`src/rtl/core/lgs_pkg.sv`:
```
// ----------------------------------------------------------------------------
// lgs_pkg
// Shared constants, types and the B3/S23 rule for the Life generation stream.
// ----------------------------------------------------------------------------
package lgs_pkg;

   localparam int CFG_W           = 11;
   localparam int CSR_DATA_W      = 32;
   localparam int CSR_ADDR_W      = 3;
   localparam int ROW_FIELD_W     = 10;
   localparam int COL_FIELD_W     = 10;
   localparam int REQ_TDATA_W     = 8;
   localparam int RSP_TDATA_W     = 24;
   localparam int MAX_WIDTH_DEF   = 1024;
   localparam int MAX_HEIGHT_DEF  = 1024;
   localparam int DIM_MIN         = 3;
   localparam int GRID_WIDTH_RST  = 200;
   localparam int GRID_HEIGHT_RST = 200;
   localparam int WIN_COLS        = 3;
   localparam int WIN_ROWS        = 3;
   localparam int CNT_W           = 2;
   localparam int SUM_W           = 4;
   localparam int BIRTH_COUNT     = 3;
   localparam int SURVIVE_COUNT   = 2;

   typedef enum logic [0:0] {
      REG_GRID_WIDTH  = 1'b0,
      REG_GRID_HEIGHT = 1'b1
   } reg_index_type;

   typedef struct packed {
      logic load;
      logic clear;
   } cell_ctrl_type;

   function automatic logic life_next(input logic centre, input logic [SUM_W-1:0] n);
      logic born;
      logic stays;
      born  = (n == SUM_W'(BIRTH_COUNT));
      stays = centre && (n == SUM_W'(SURVIVE_COUNT));
      return born || stays;
   endfunction

endpackage

```
`src/rtl/core/life_generation_stream_core.sv`:
```
// ----------------------------------------------------------------------------
// life_generation_stream_core
// One B3/S23 Life generation over a raster cell stream with a 3x3 window.
// ----------------------------------------------------------------------------
// Pipeline: an accepted cell is held in stage A, then stage B drives its result.
// Throughput: one cell per clock while the result port is ready; a last-column
// cell after row 0 yields two result beats, so the result port, one beat per
// clock, sets the pace at the row end. Reset: counters, window and pipeline valids
// clear; grid_width and grid_height return to 200. Line buffers are not cleared.
module life_generation_stream_core
   import lgs_pkg::*;
#(
   parameter int MAX_WIDTH  = MAX_WIDTH_DEF,
   parameter int MAX_HEIGHT = MAX_HEIGHT_DEF
)
(
   input  logic                   clock,
   input  logic                   reset,
   input  logic                   req_tvalid,
   output logic                   req_tready,
   input  logic [REQ_TDATA_W-1:0] req_tdata,   // [0] cell_alive
   input  logic                   req_tuser,   // [0] padding_row
   output logic                   rsp_tvalid,
   input  logic                   rsp_tready,
   output logic [RSP_TDATA_W-1:0] rsp_tdata,   // [0] next_alive, [10:1] out_row, [20:11] out_col
   output logic                   rsp_tlast,
   input  logic                   csr_psel,
   input  logic                   csr_penable,
   input  logic                   csr_pwrite,
   input  logic [CSR_ADDR_W-1:0]  csr_paddr,
   input  logic [CSR_DATA_W-1:0]  csr_pwdata,
   output logic [CSR_DATA_W-1:0]  csr_prdata,
   output logic                   csr_pready
);

   localparam int CW   = $clog2(MAX_WIDTH);
   localparam int WDW  = $clog2(MAX_WIDTH + 1);
   localparam int RW   = $clog2(MAX_HEIGHT + 1);
   localparam int CMPW = ((WDW > RW) ? WDW : RW) > CFG_W ? ((WDW > RW) ? WDW : RW) : CFG_W;

   logic [CFG_W-1:0] width_ff, width_in;
   logic [CFG_W-1:0] height_ff, height_in;
   logic [WDW-1:0]   width_use;
   logic [RW-1:0]    height_use;
   logic             csr_wr;

   logic [CW-1:0] col_cnt_ff, col_cnt_in;
   logic [RW-1:0] row_cnt_ff, row_cnt_in;
   logic          last_col;
   logic          pad_row;
   logic          accept;

   logic          a_valid_ff, a_valid_in;
   logic          a_bot_ff;
   logic [CW-1:0] a_col_ff;
   logic [RW-1:0] a_row_ff;
   logic          a_last_ff;
   logic          a_pad_ff;
   logic          a_adv;

   logic          b_res1_ff, b_res1_in;
   logic          b_res2_ff, b_res2_in;
   logic [CW-1:0] b_col_ff;
   logic [RW-1:0] b_row_ff;
   logic          b_pad_ff;
   logic          b_free;
   logic          rsp_beat;

   logic [1:0]          line_rd;
   logic [WIN_ROWS-1:0] new_col;
   cell_ctrl_type       cell_ctrl [WIN_COLS];
   logic [WIN_ROWS-1:0] cell_in   [WIN_COLS];
   logic [WIN_ROWS-1:0] cell_out  [WIN_COLS];
   logic [CNT_W-1:0]    cell_cnt  [WIN_COLS];
   logic [SUM_W-1:0]    sum_full;
   logic [SUM_W-1:0]    sum_edge;
   logic                alive_full;
   logic                alive_edge;

   logic                   sel_alive;
   logic [ROW_FIELD_W-1:0] sel_row;
   logic [COL_FIELD_W-1:0] sel_col;

   // configuration
   assign csr_wr     = csr_psel & csr_penable & csr_pwrite & csr_pready;
   assign csr_pready = 1'b1;

   always_comb begin
      width_in  = width_ff;
      height_in = height_ff;
      if (csr_wr) begin
         unique case (reg_index_type'(csr_paddr[2]))
            REG_GRID_WIDTH:  width_in  = csr_pwdata[CFG_W-1:0];
            REG_GRID_HEIGHT: height_in = csr_pwdata[CFG_W-1:0];
            default:         width_in  = width_ff;
         endcase
      end
   end

   always_comb begin
      unique case (reg_index_type'(csr_paddr[2]))
         REG_GRID_WIDTH:  csr_prdata = CSR_DATA_W'(width_ff);
         REG_GRID_HEIGHT: csr_prdata = CSR_DATA_W'(height_ff);
         default:         csr_prdata = '0;
      endcase
   end

   always_comb begin
      if (CMPW'(width_ff) < CMPW'(DIM_MIN)) begin
         width_use = WDW'(DIM_MIN);
      end else if (CMPW'(width_ff) > CMPW'(MAX_WIDTH)) begin
         width_use = WDW'(MAX_WIDTH);
      end else begin
         width_use = WDW'(width_ff);
      end
      if (CMPW'(height_ff) < CMPW'(DIM_MIN)) begin
         height_use = RW'(DIM_MIN);
      end else if (CMPW'(height_ff) > CMPW'(MAX_HEIGHT)) begin
         height_use = RW'(MAX_HEIGHT);
      end else begin
         height_use = RW'(height_ff);
      end
   end

   // raster position
   assign accept   = req_tvalid & req_tready;
   assign last_col = WDW'(col_cnt_ff) >= (width_use - WDW'(1));
   assign pad_row  = row_cnt_ff >= height_use;

   always_comb begin
      col_cnt_in = col_cnt_ff;
      row_cnt_in = row_cnt_ff;
      if (accept) begin
         if (last_col) begin
            col_cnt_in = '0;
            row_cnt_in = pad_row ? '0 : row_cnt_ff + RW'(1);
         end else begin
            col_cnt_in = col_cnt_ff + CW'(1);
         end
      end
   end

   // pipeline control
   assign rsp_beat   = rsp_tvalid & rsp_tready;
   assign b_free     = !(b_res1_ff | b_res2_ff) | (rsp_tready & (b_res1_ff ^ b_res2_ff));
   assign a_adv      = a_valid_ff & b_free;
   assign req_tready = !a_valid_ff | b_free;

   always_comb begin
      a_valid_in = a_valid_ff;
      if (accept) begin
         a_valid_in = 1'b1;
      end else if (a_adv) begin
         a_valid_in = 1'b0;
      end
   end

   always_comb begin
      b_res1_in = b_res1_ff;
      b_res2_in = b_res2_ff;
      if (a_adv) begin
         b_res1_in = (a_row_ff >= RW'(1)) && (a_col_ff != '0);
         b_res2_in = (a_row_ff >= RW'(1)) && a_last_ff;
      end else if (rsp_beat) begin
         if (b_res1_ff) begin
            b_res1_in = 1'b0;
         end else begin
            b_res2_in = 1'b0;
         end
      end
   end

   always_ff @(posedge clock) begin
      if (reset) begin
         width_ff   <= CFG_W'(GRID_WIDTH_RST);
         height_ff  <= CFG_W'(GRID_HEIGHT_RST);
         col_cnt_ff <= '0;
         row_cnt_ff <= '0;
         a_valid_ff <= 1'b0;
         b_res1_ff  <= 1'b0;
         b_res2_ff  <= 1'b0;
      end else begin
         width_ff   <= width_in;
         height_ff  <= height_in;
         col_cnt_ff <= col_cnt_in;
         row_cnt_ff <= row_cnt_in;
         a_valid_ff <= a_valid_in;
         b_res1_ff  <= b_res1_in;
         b_res2_ff  <= b_res2_in;
      end
   end

   always_ff @(posedge clock) begin
      if (accept) begin
         a_bot_ff  <= !pad_row & !req_tuser & req_tdata[0];
         a_col_ff  <= col_cnt_ff;
         a_row_ff  <= row_cnt_ff;
         a_last_ff <= last_col;
         a_pad_ff  <= pad_row;
      end
      if (a_adv) begin
         b_col_ff <= a_col_ff;
         b_row_ff <= a_row_ff;
         b_pad_ff <= a_pad_ff;
      end
   end

   lgs_line_store #(
      .DEPTH (MAX_WIDTH),
      .AW    (CW)
   ) u_line_store (
      .clock   (clock),
      .rd_en   (accept),
      .rd_addr (col_cnt_ff),
      .rd_data (line_rd),
      .wr_en   (a_adv),
      .wr_addr (a_col_ff),
      .wr_data ({line_rd[0], a_bot_ff})
   );

   // window column: bit 0 top, bit 1 middle, bit 2 bottom
   assign new_col = {a_bot_ff,
                     line_rd[0] & (a_row_ff >= RW'(1)),
                     line_rd[1] & (a_row_ff >= RW'(2))};

   for (genvar k = 0; k < WIN_COLS; k++) begin : g_cell
      assign cell_ctrl[k].load  = a_adv;
      assign cell_ctrl[k].clear = (k < WIN_COLS - 1) ? (a_col_ff == '0) : 1'b0;
      assign cell_in[k]         = (k == WIN_COLS - 1) ? new_col : cell_out[(k + 1) % WIN_COLS];

      lgs_cell u_cell (
         .clock    (clock),
         .reset    (reset),
         .ctrl     (cell_ctrl[k]),
         .col_in   (cell_in[k]),
         .col_out  (cell_out[k]),
         .live_cnt (cell_cnt[k])
      );
   end

   assign sum_full = SUM_W'(cell_cnt[0]) + SUM_W'(cell_cnt[1]) + SUM_W'(cell_cnt[2])
                     - SUM_W'(cell_out[1][1]);
   assign sum_edge = SUM_W'(cell_cnt[1]) + SUM_W'(cell_cnt[2]) - SUM_W'(cell_out[2][1]);

   assign alive_full = life_next(cell_out[1][1], sum_full);
   assign alive_edge = life_next(cell_out[2][1], sum_edge);

   // result beat: left neighbor first, then the last-column cell
   always_comb begin
      sel_row = ROW_FIELD_W'(b_row_ff - RW'(1));
      if (b_res1_ff) begin
         sel_alive = alive_full;
         sel_col   = COL_FIELD_W'(b_col_ff - CW'(1));
      end else begin
         sel_alive = alive_edge;
         sel_col   = COL_FIELD_W'(b_col_ff);
      end
   end

   assign rsp_tvalid = b_res1_ff | b_res2_ff;
   assign rsp_tdata  = {(RSP_TDATA_W - 1 - ROW_FIELD_W - COL_FIELD_W)'(0),
                        sel_col, sel_row, sel_alive};
   assign rsp_tlast  = !b_res1_ff & b_pad_ff;

endmodule

```
`src/rtl/core/lgs_cell.sv`:
```
// ----------------------------------------------------------------------------
// lgs_cell
// One window column: holds three vertical cells and their live count.
// ----------------------------------------------------------------------------
module lgs_cell
   import lgs_pkg::*;
(
   input  logic                clock,
   input  logic                reset,
   input  cell_ctrl_type       ctrl,
   input  logic [WIN_ROWS-1:0] col_in,
   output logic [WIN_ROWS-1:0] col_out,
   output logic [CNT_W-1:0]    live_cnt
);

   logic [WIN_ROWS-1:0] col_ff;
   logic [WIN_ROWS-1:0] col_next_in;

   always_comb begin
      col_next_in = col_ff;
      if (ctrl.load) begin
         col_next_in = ctrl.clear ? '0 : col_in;
      end
   end

   always_ff @(posedge clock) begin
      if (reset) begin
         col_ff <= '0;
      end else begin
         col_ff <= col_next_in;
      end
   end

   assign col_out  = col_ff;
   assign live_cnt = CNT_W'($countones(col_ff));

endmodule

```
`src/rtl/core/lgs_line_store.sv`:
```
// ----------------------------------------------------------------------------
// lgs_line_store
// Two line buffers packed per column: bit 1 upper row, bit 0 middle row.
// ----------------------------------------------------------------------------
module lgs_line_store
   import lgs_pkg::*;
#(
   parameter int DEPTH = MAX_WIDTH_DEF,
   parameter int AW    = $clog2(MAX_WIDTH_DEF)
)
(
   input  logic          clock,
   input  logic          rd_en,
   input  logic [AW-1:0] rd_addr,
   output logic [1:0]    rd_data,
   input  logic          wr_en,
   input  logic [AW-1:0] wr_addr,
   input  logic [1:0]    wr_data
);

   logic [1:0] line_ff [DEPTH];
   logic [1:0] rd_data_ff;

   always_ff @(posedge clock) begin
      if (wr_en) begin
         line_ff[wr_addr] <= wr_data;
      end
      if (rd_en) begin
         rd_data_ff <= line_ff[rd_addr];
      end
   end

   assign rd_data = rd_data_ff;

endmodule

```
`config.mk`:
```
export PLATFORM = sky130hd
export DESIGN_NAME = life_generation_stream_core
export DESIGN_NICKNAME = d
export VERILOG_FILES = /design/src/rtl/core/lgs_pkg.sv /design/src/rtl/core/life_generation_stream_core.sv /design/src/rtl/core/lgs_cell.sv /design/src/rtl/core/lgs_line_store.sv
export SDC_FILE = /design/constraint.sdc
export NUM_CORES = 2
export LEC_CHECK = 0
export ABC_AREA = 1
export BUFFER_PORTS_ARGS = -buffer_cell sky130_fd_sc_hd__buf_2
export CORE_ASPECT_RATIO = 1.5
export CORE_MARGIN = 3
export CORE_UTILIZATION = 35
export CTS_CLUSTER_SIZE = 10
export DETAILED_ROUTE_END_ITERATION = 16
export HOLD_SLACK_MARGIN = 0.1
export PLACE_DENSITY_LB_ADDON = 0.25
export SYNTH_ARGS = -nofsm -noshare
export SYNTH_HDL_FRONTEND = slang
export SYNTH_SLANG_ARGS = --single-unit
export TNS_END_PERCENT = 5
```
`constraint.sdc`:
```
create_clock -name clock -period 38.9 [get_ports clock]
set_clock_uncertainty 0.1 [all_clocks]
set_input_delay 9.725 -clock clock [delete_from_list [all_inputs] [get_ports clock]]
set_output_delay 9.725 -clock clock [all_outputs]
set_load 0.1 [all_outputs]
```
==> metrics.md <==
| Metric | Value |
|---|---|
| Status | `finished, final reports clean` |
| Mapped Area | `0.0944 sq mm` |
| Largest cells by area after synthesis | `edfxtp_1 67%, nor2_1 8.9%, nand2_1 7.4%, nand3_1 3.1%, o21ai_0 3.1%` |
| RSZ-0062 raised after global routing | `no` |
| Final hold violation count | `0` |
| Remaining DRCs | `0` |
| Die W | `between 400 and 500 um` |
| Pin count of the biggest net entering global routing | `226` |
| Port-buffer cells | `55` |
| Cell variety after synth | `42` |
| Hold Buf Count CTS | `0` |
| Setup CP Type | `in -> out` |
| CTS Buf Count | `240` |
| Seq/Total Area, Yosys | `0.678` |
| Pre-CTS WS | `18.44 ns` |
| Post-Synthesis Cells | `9223` |
| Clock tree buffer depth | `4` |
| CP Capture Type | `output port` |
| Final setup fails | `0` |
| Hold Path Class | `reg -> reg` |
| Final wirelength | `282000 um` |
| Synth cell count leaders | `2227 x nor2_1, 2095 x edfxtp_1, 1850 x nand2_1` |
| First-pass GRT wire length | `412000 um` |
| Drt first pass iters | `6` |
| Vias | `65673` |
| Largest area contributor in the netlist | `edfxtp_1` |
| Hold WS | `around 0.36 ns` |
| GPL Wtd Cong | `0.814` |
| GRT Overall Usage | `0.198` |
| Post-CTS Resized | `0` |
| Worst VDD drop | `0.0360 mV` |
| Initial Util | `0.353` |
| Measured slew at the worst slew-check pin | `1.28 ns` |
| Area of the die | `between 0.2 and 0.3 sq mm` |
| DR iter-0 viols | `around 6100` |
| Core region area | `0.267 sq mm` |
| PnR worst setup slack | `18.43 ns` |
| PwrDens | `about 47 mW/mm^2` |
| Leak pwr | `about 36 nW` |
| CP arrival | `about 11 ns` |
| Max Slew Vio Count | `0` |
| DP HPWL | `145000 um` |
| H-tree levels | `4` |
| Post-synth ARST share | `0` |
| Clock Latency Late Sink | `0.88 ns` |
| I/O Pins | `roughly 110` |
| Worst setup SP type | `primary input` |
| Clk slew on worst S/H paths | `0.06 ns` |
| CTS tree | `yes` |
| Via/cell ratio | `5.22` |
| Post-route minimum period | `20.47 ns` |
| Fin area | `0.104 sq mm` |
| Vias in the first global route | `around 66000` |
| Sum of negative setup slack | `0 ns` |
| Area Growth Syn to Fin | `10.0%` |
| Cell with the most instances after synthesis | `nor2_1` |
| CP max FO | `24` |
| Routed Antenna Nets | `0` |
| Fmax achieved | `approximately 0.049 GHz` |
| # rows | `232` |
| Post-synthesis register bit count | `2150` |
| Final period util | `0.526` |
| WL/cell | `22.4 um` |
| Post-CTS Setup Inserts | `0` |
| CTS sink cnt | `2150` |
| Root Buffer | `clkbuf_16` |
| GRT overflow | `0` |
| Die Y | `~640 um` |
| Slew HR | `0.147` |
| Initial antenna violation count | `11` |
| CP required | `29.08 ns` |
| Final core utilization | `0.388` |
| Yosys top cell area share | `0.667` |
| Main flop type after synthesis | `edfxtp_1` |
| Number of synthesized flops with an enable pin | `2095` |
| Max cap viols | `0` |
| Mean area per synthesized cell | `about 10 sq um` |
| Post-DP Area | `just under 0.1 sq mm` |
| Ratio of cells with drive above 1 in the final layout | `0.0551` |
| Warnings, synthesis | `0` |
| Final nets | `9111` |
[per-layer routing]
metal / share of wire / global-route usage / vias up
met3: 0.059 / 0.0228 / 579
met2: 0.50 / 0.356 / 2152
li1: - / - / 30316
met5: 0.000075 / 0 / -
met4: 0.051 / 0.0912 / 4
met1: 0.39 / 0.235 / 32622
[cells in the final DEF, fill, tap and decap left out, types with 55 or more instances in the layout]
master and instances:
nor2_1 2223, edfxtp_1 2095, nand2_1 1836, o21ai_0 587
nand3_1 576, inv_1 506, clkbuf_16 246, o21ai_1 169
a21oi_1 137, o211ai_1 123, buf_4 116, buf_2 55
[path summary, 6_finish.rpt]
path | start | endpoint | slack (ns) | cells after the start
min | a_pad_ff$_DFFE_PP_ | b_pad_ff$_DFFE_PP_ | 0.36 | 0
min reg2reg | a_pad_ff$_DFFE_PP_ | b_pad_ff$_DFFE_PP_ | 0.36 | 0
max reg2reg | col_cnt_ff[0]$_SDFFE_PP0P_ | u_line_store.rd_data[1]$_DFFE_PP_ | 32.73 | 19
max | csr_paddr[2] | csr_prdata[6] | 18.43 | 4
[per-stage QoR]
step | total power [mW] | cells
after detailed placement | 2.99 | 12285
after CTS | 4.94 | 12568
after global placement | 2.99 | 12285
final | 4.90 | 12573
after global routing | 5.05 | 12570
after floorplan | 2.93 | 9246
[power breakdown]
part	leakage, nW	total (mW)	internal [mW]	switching, mW
Clock	3.08	1.96	1.11	0.849
Combinational	13.8	0.363	0.0791	0.284
Sequential	19.4	2.58	2.57	0.00771
Total	36.3	4.90	3.76	1.14
[cells by family (layout without fill, tap and decap cells)]
group,after synthesis,in the layout,share of synthesized area
AO/OA/AOI/OAI,1060,1060,0.0603
XOR/XNOR,28,28,0.00260
adder cells (fa/ha/maj),42,42,0.00605
buffers and inverters,1195,1008,0.0542
flip-flops,2150,2150,0.678
other,2,29,0.0000796
AND/OR/NAND/NOR,4746,4746,0.198
[registers in the layout, indices dropped and copies added (netlist names), 2 cells and up]
name	count
u_line_store.line_ff	2048
a_row_ff	11
height_ff	11
row_cnt_ff	11
width_ff	11
a_col_ff	10
b_col_ff	10
b_row_ff	10
col_cnt_ff	10
g_cell.u_cell.col_out	9
u_line_store.rd_data	2
[area by class of cell]
cell class	count	area, sq um
repair buffers	186	1430
fillers	26075	164000
inverters	539	2050
clock buffers	282	6290
flip-flops and latches	2150	64000
multi-input cells	5901	25600
diodes	4	10.0
well taps	3510	4390
clock inverters	1	16.3
[critical path, stage by stage]
cell	delay, ns
buf_2	0.29
nand2_1	0.09
o21ai_0	0.08
buf_2	0.45
Note: power is estimated with default switching activity, not from simulation.
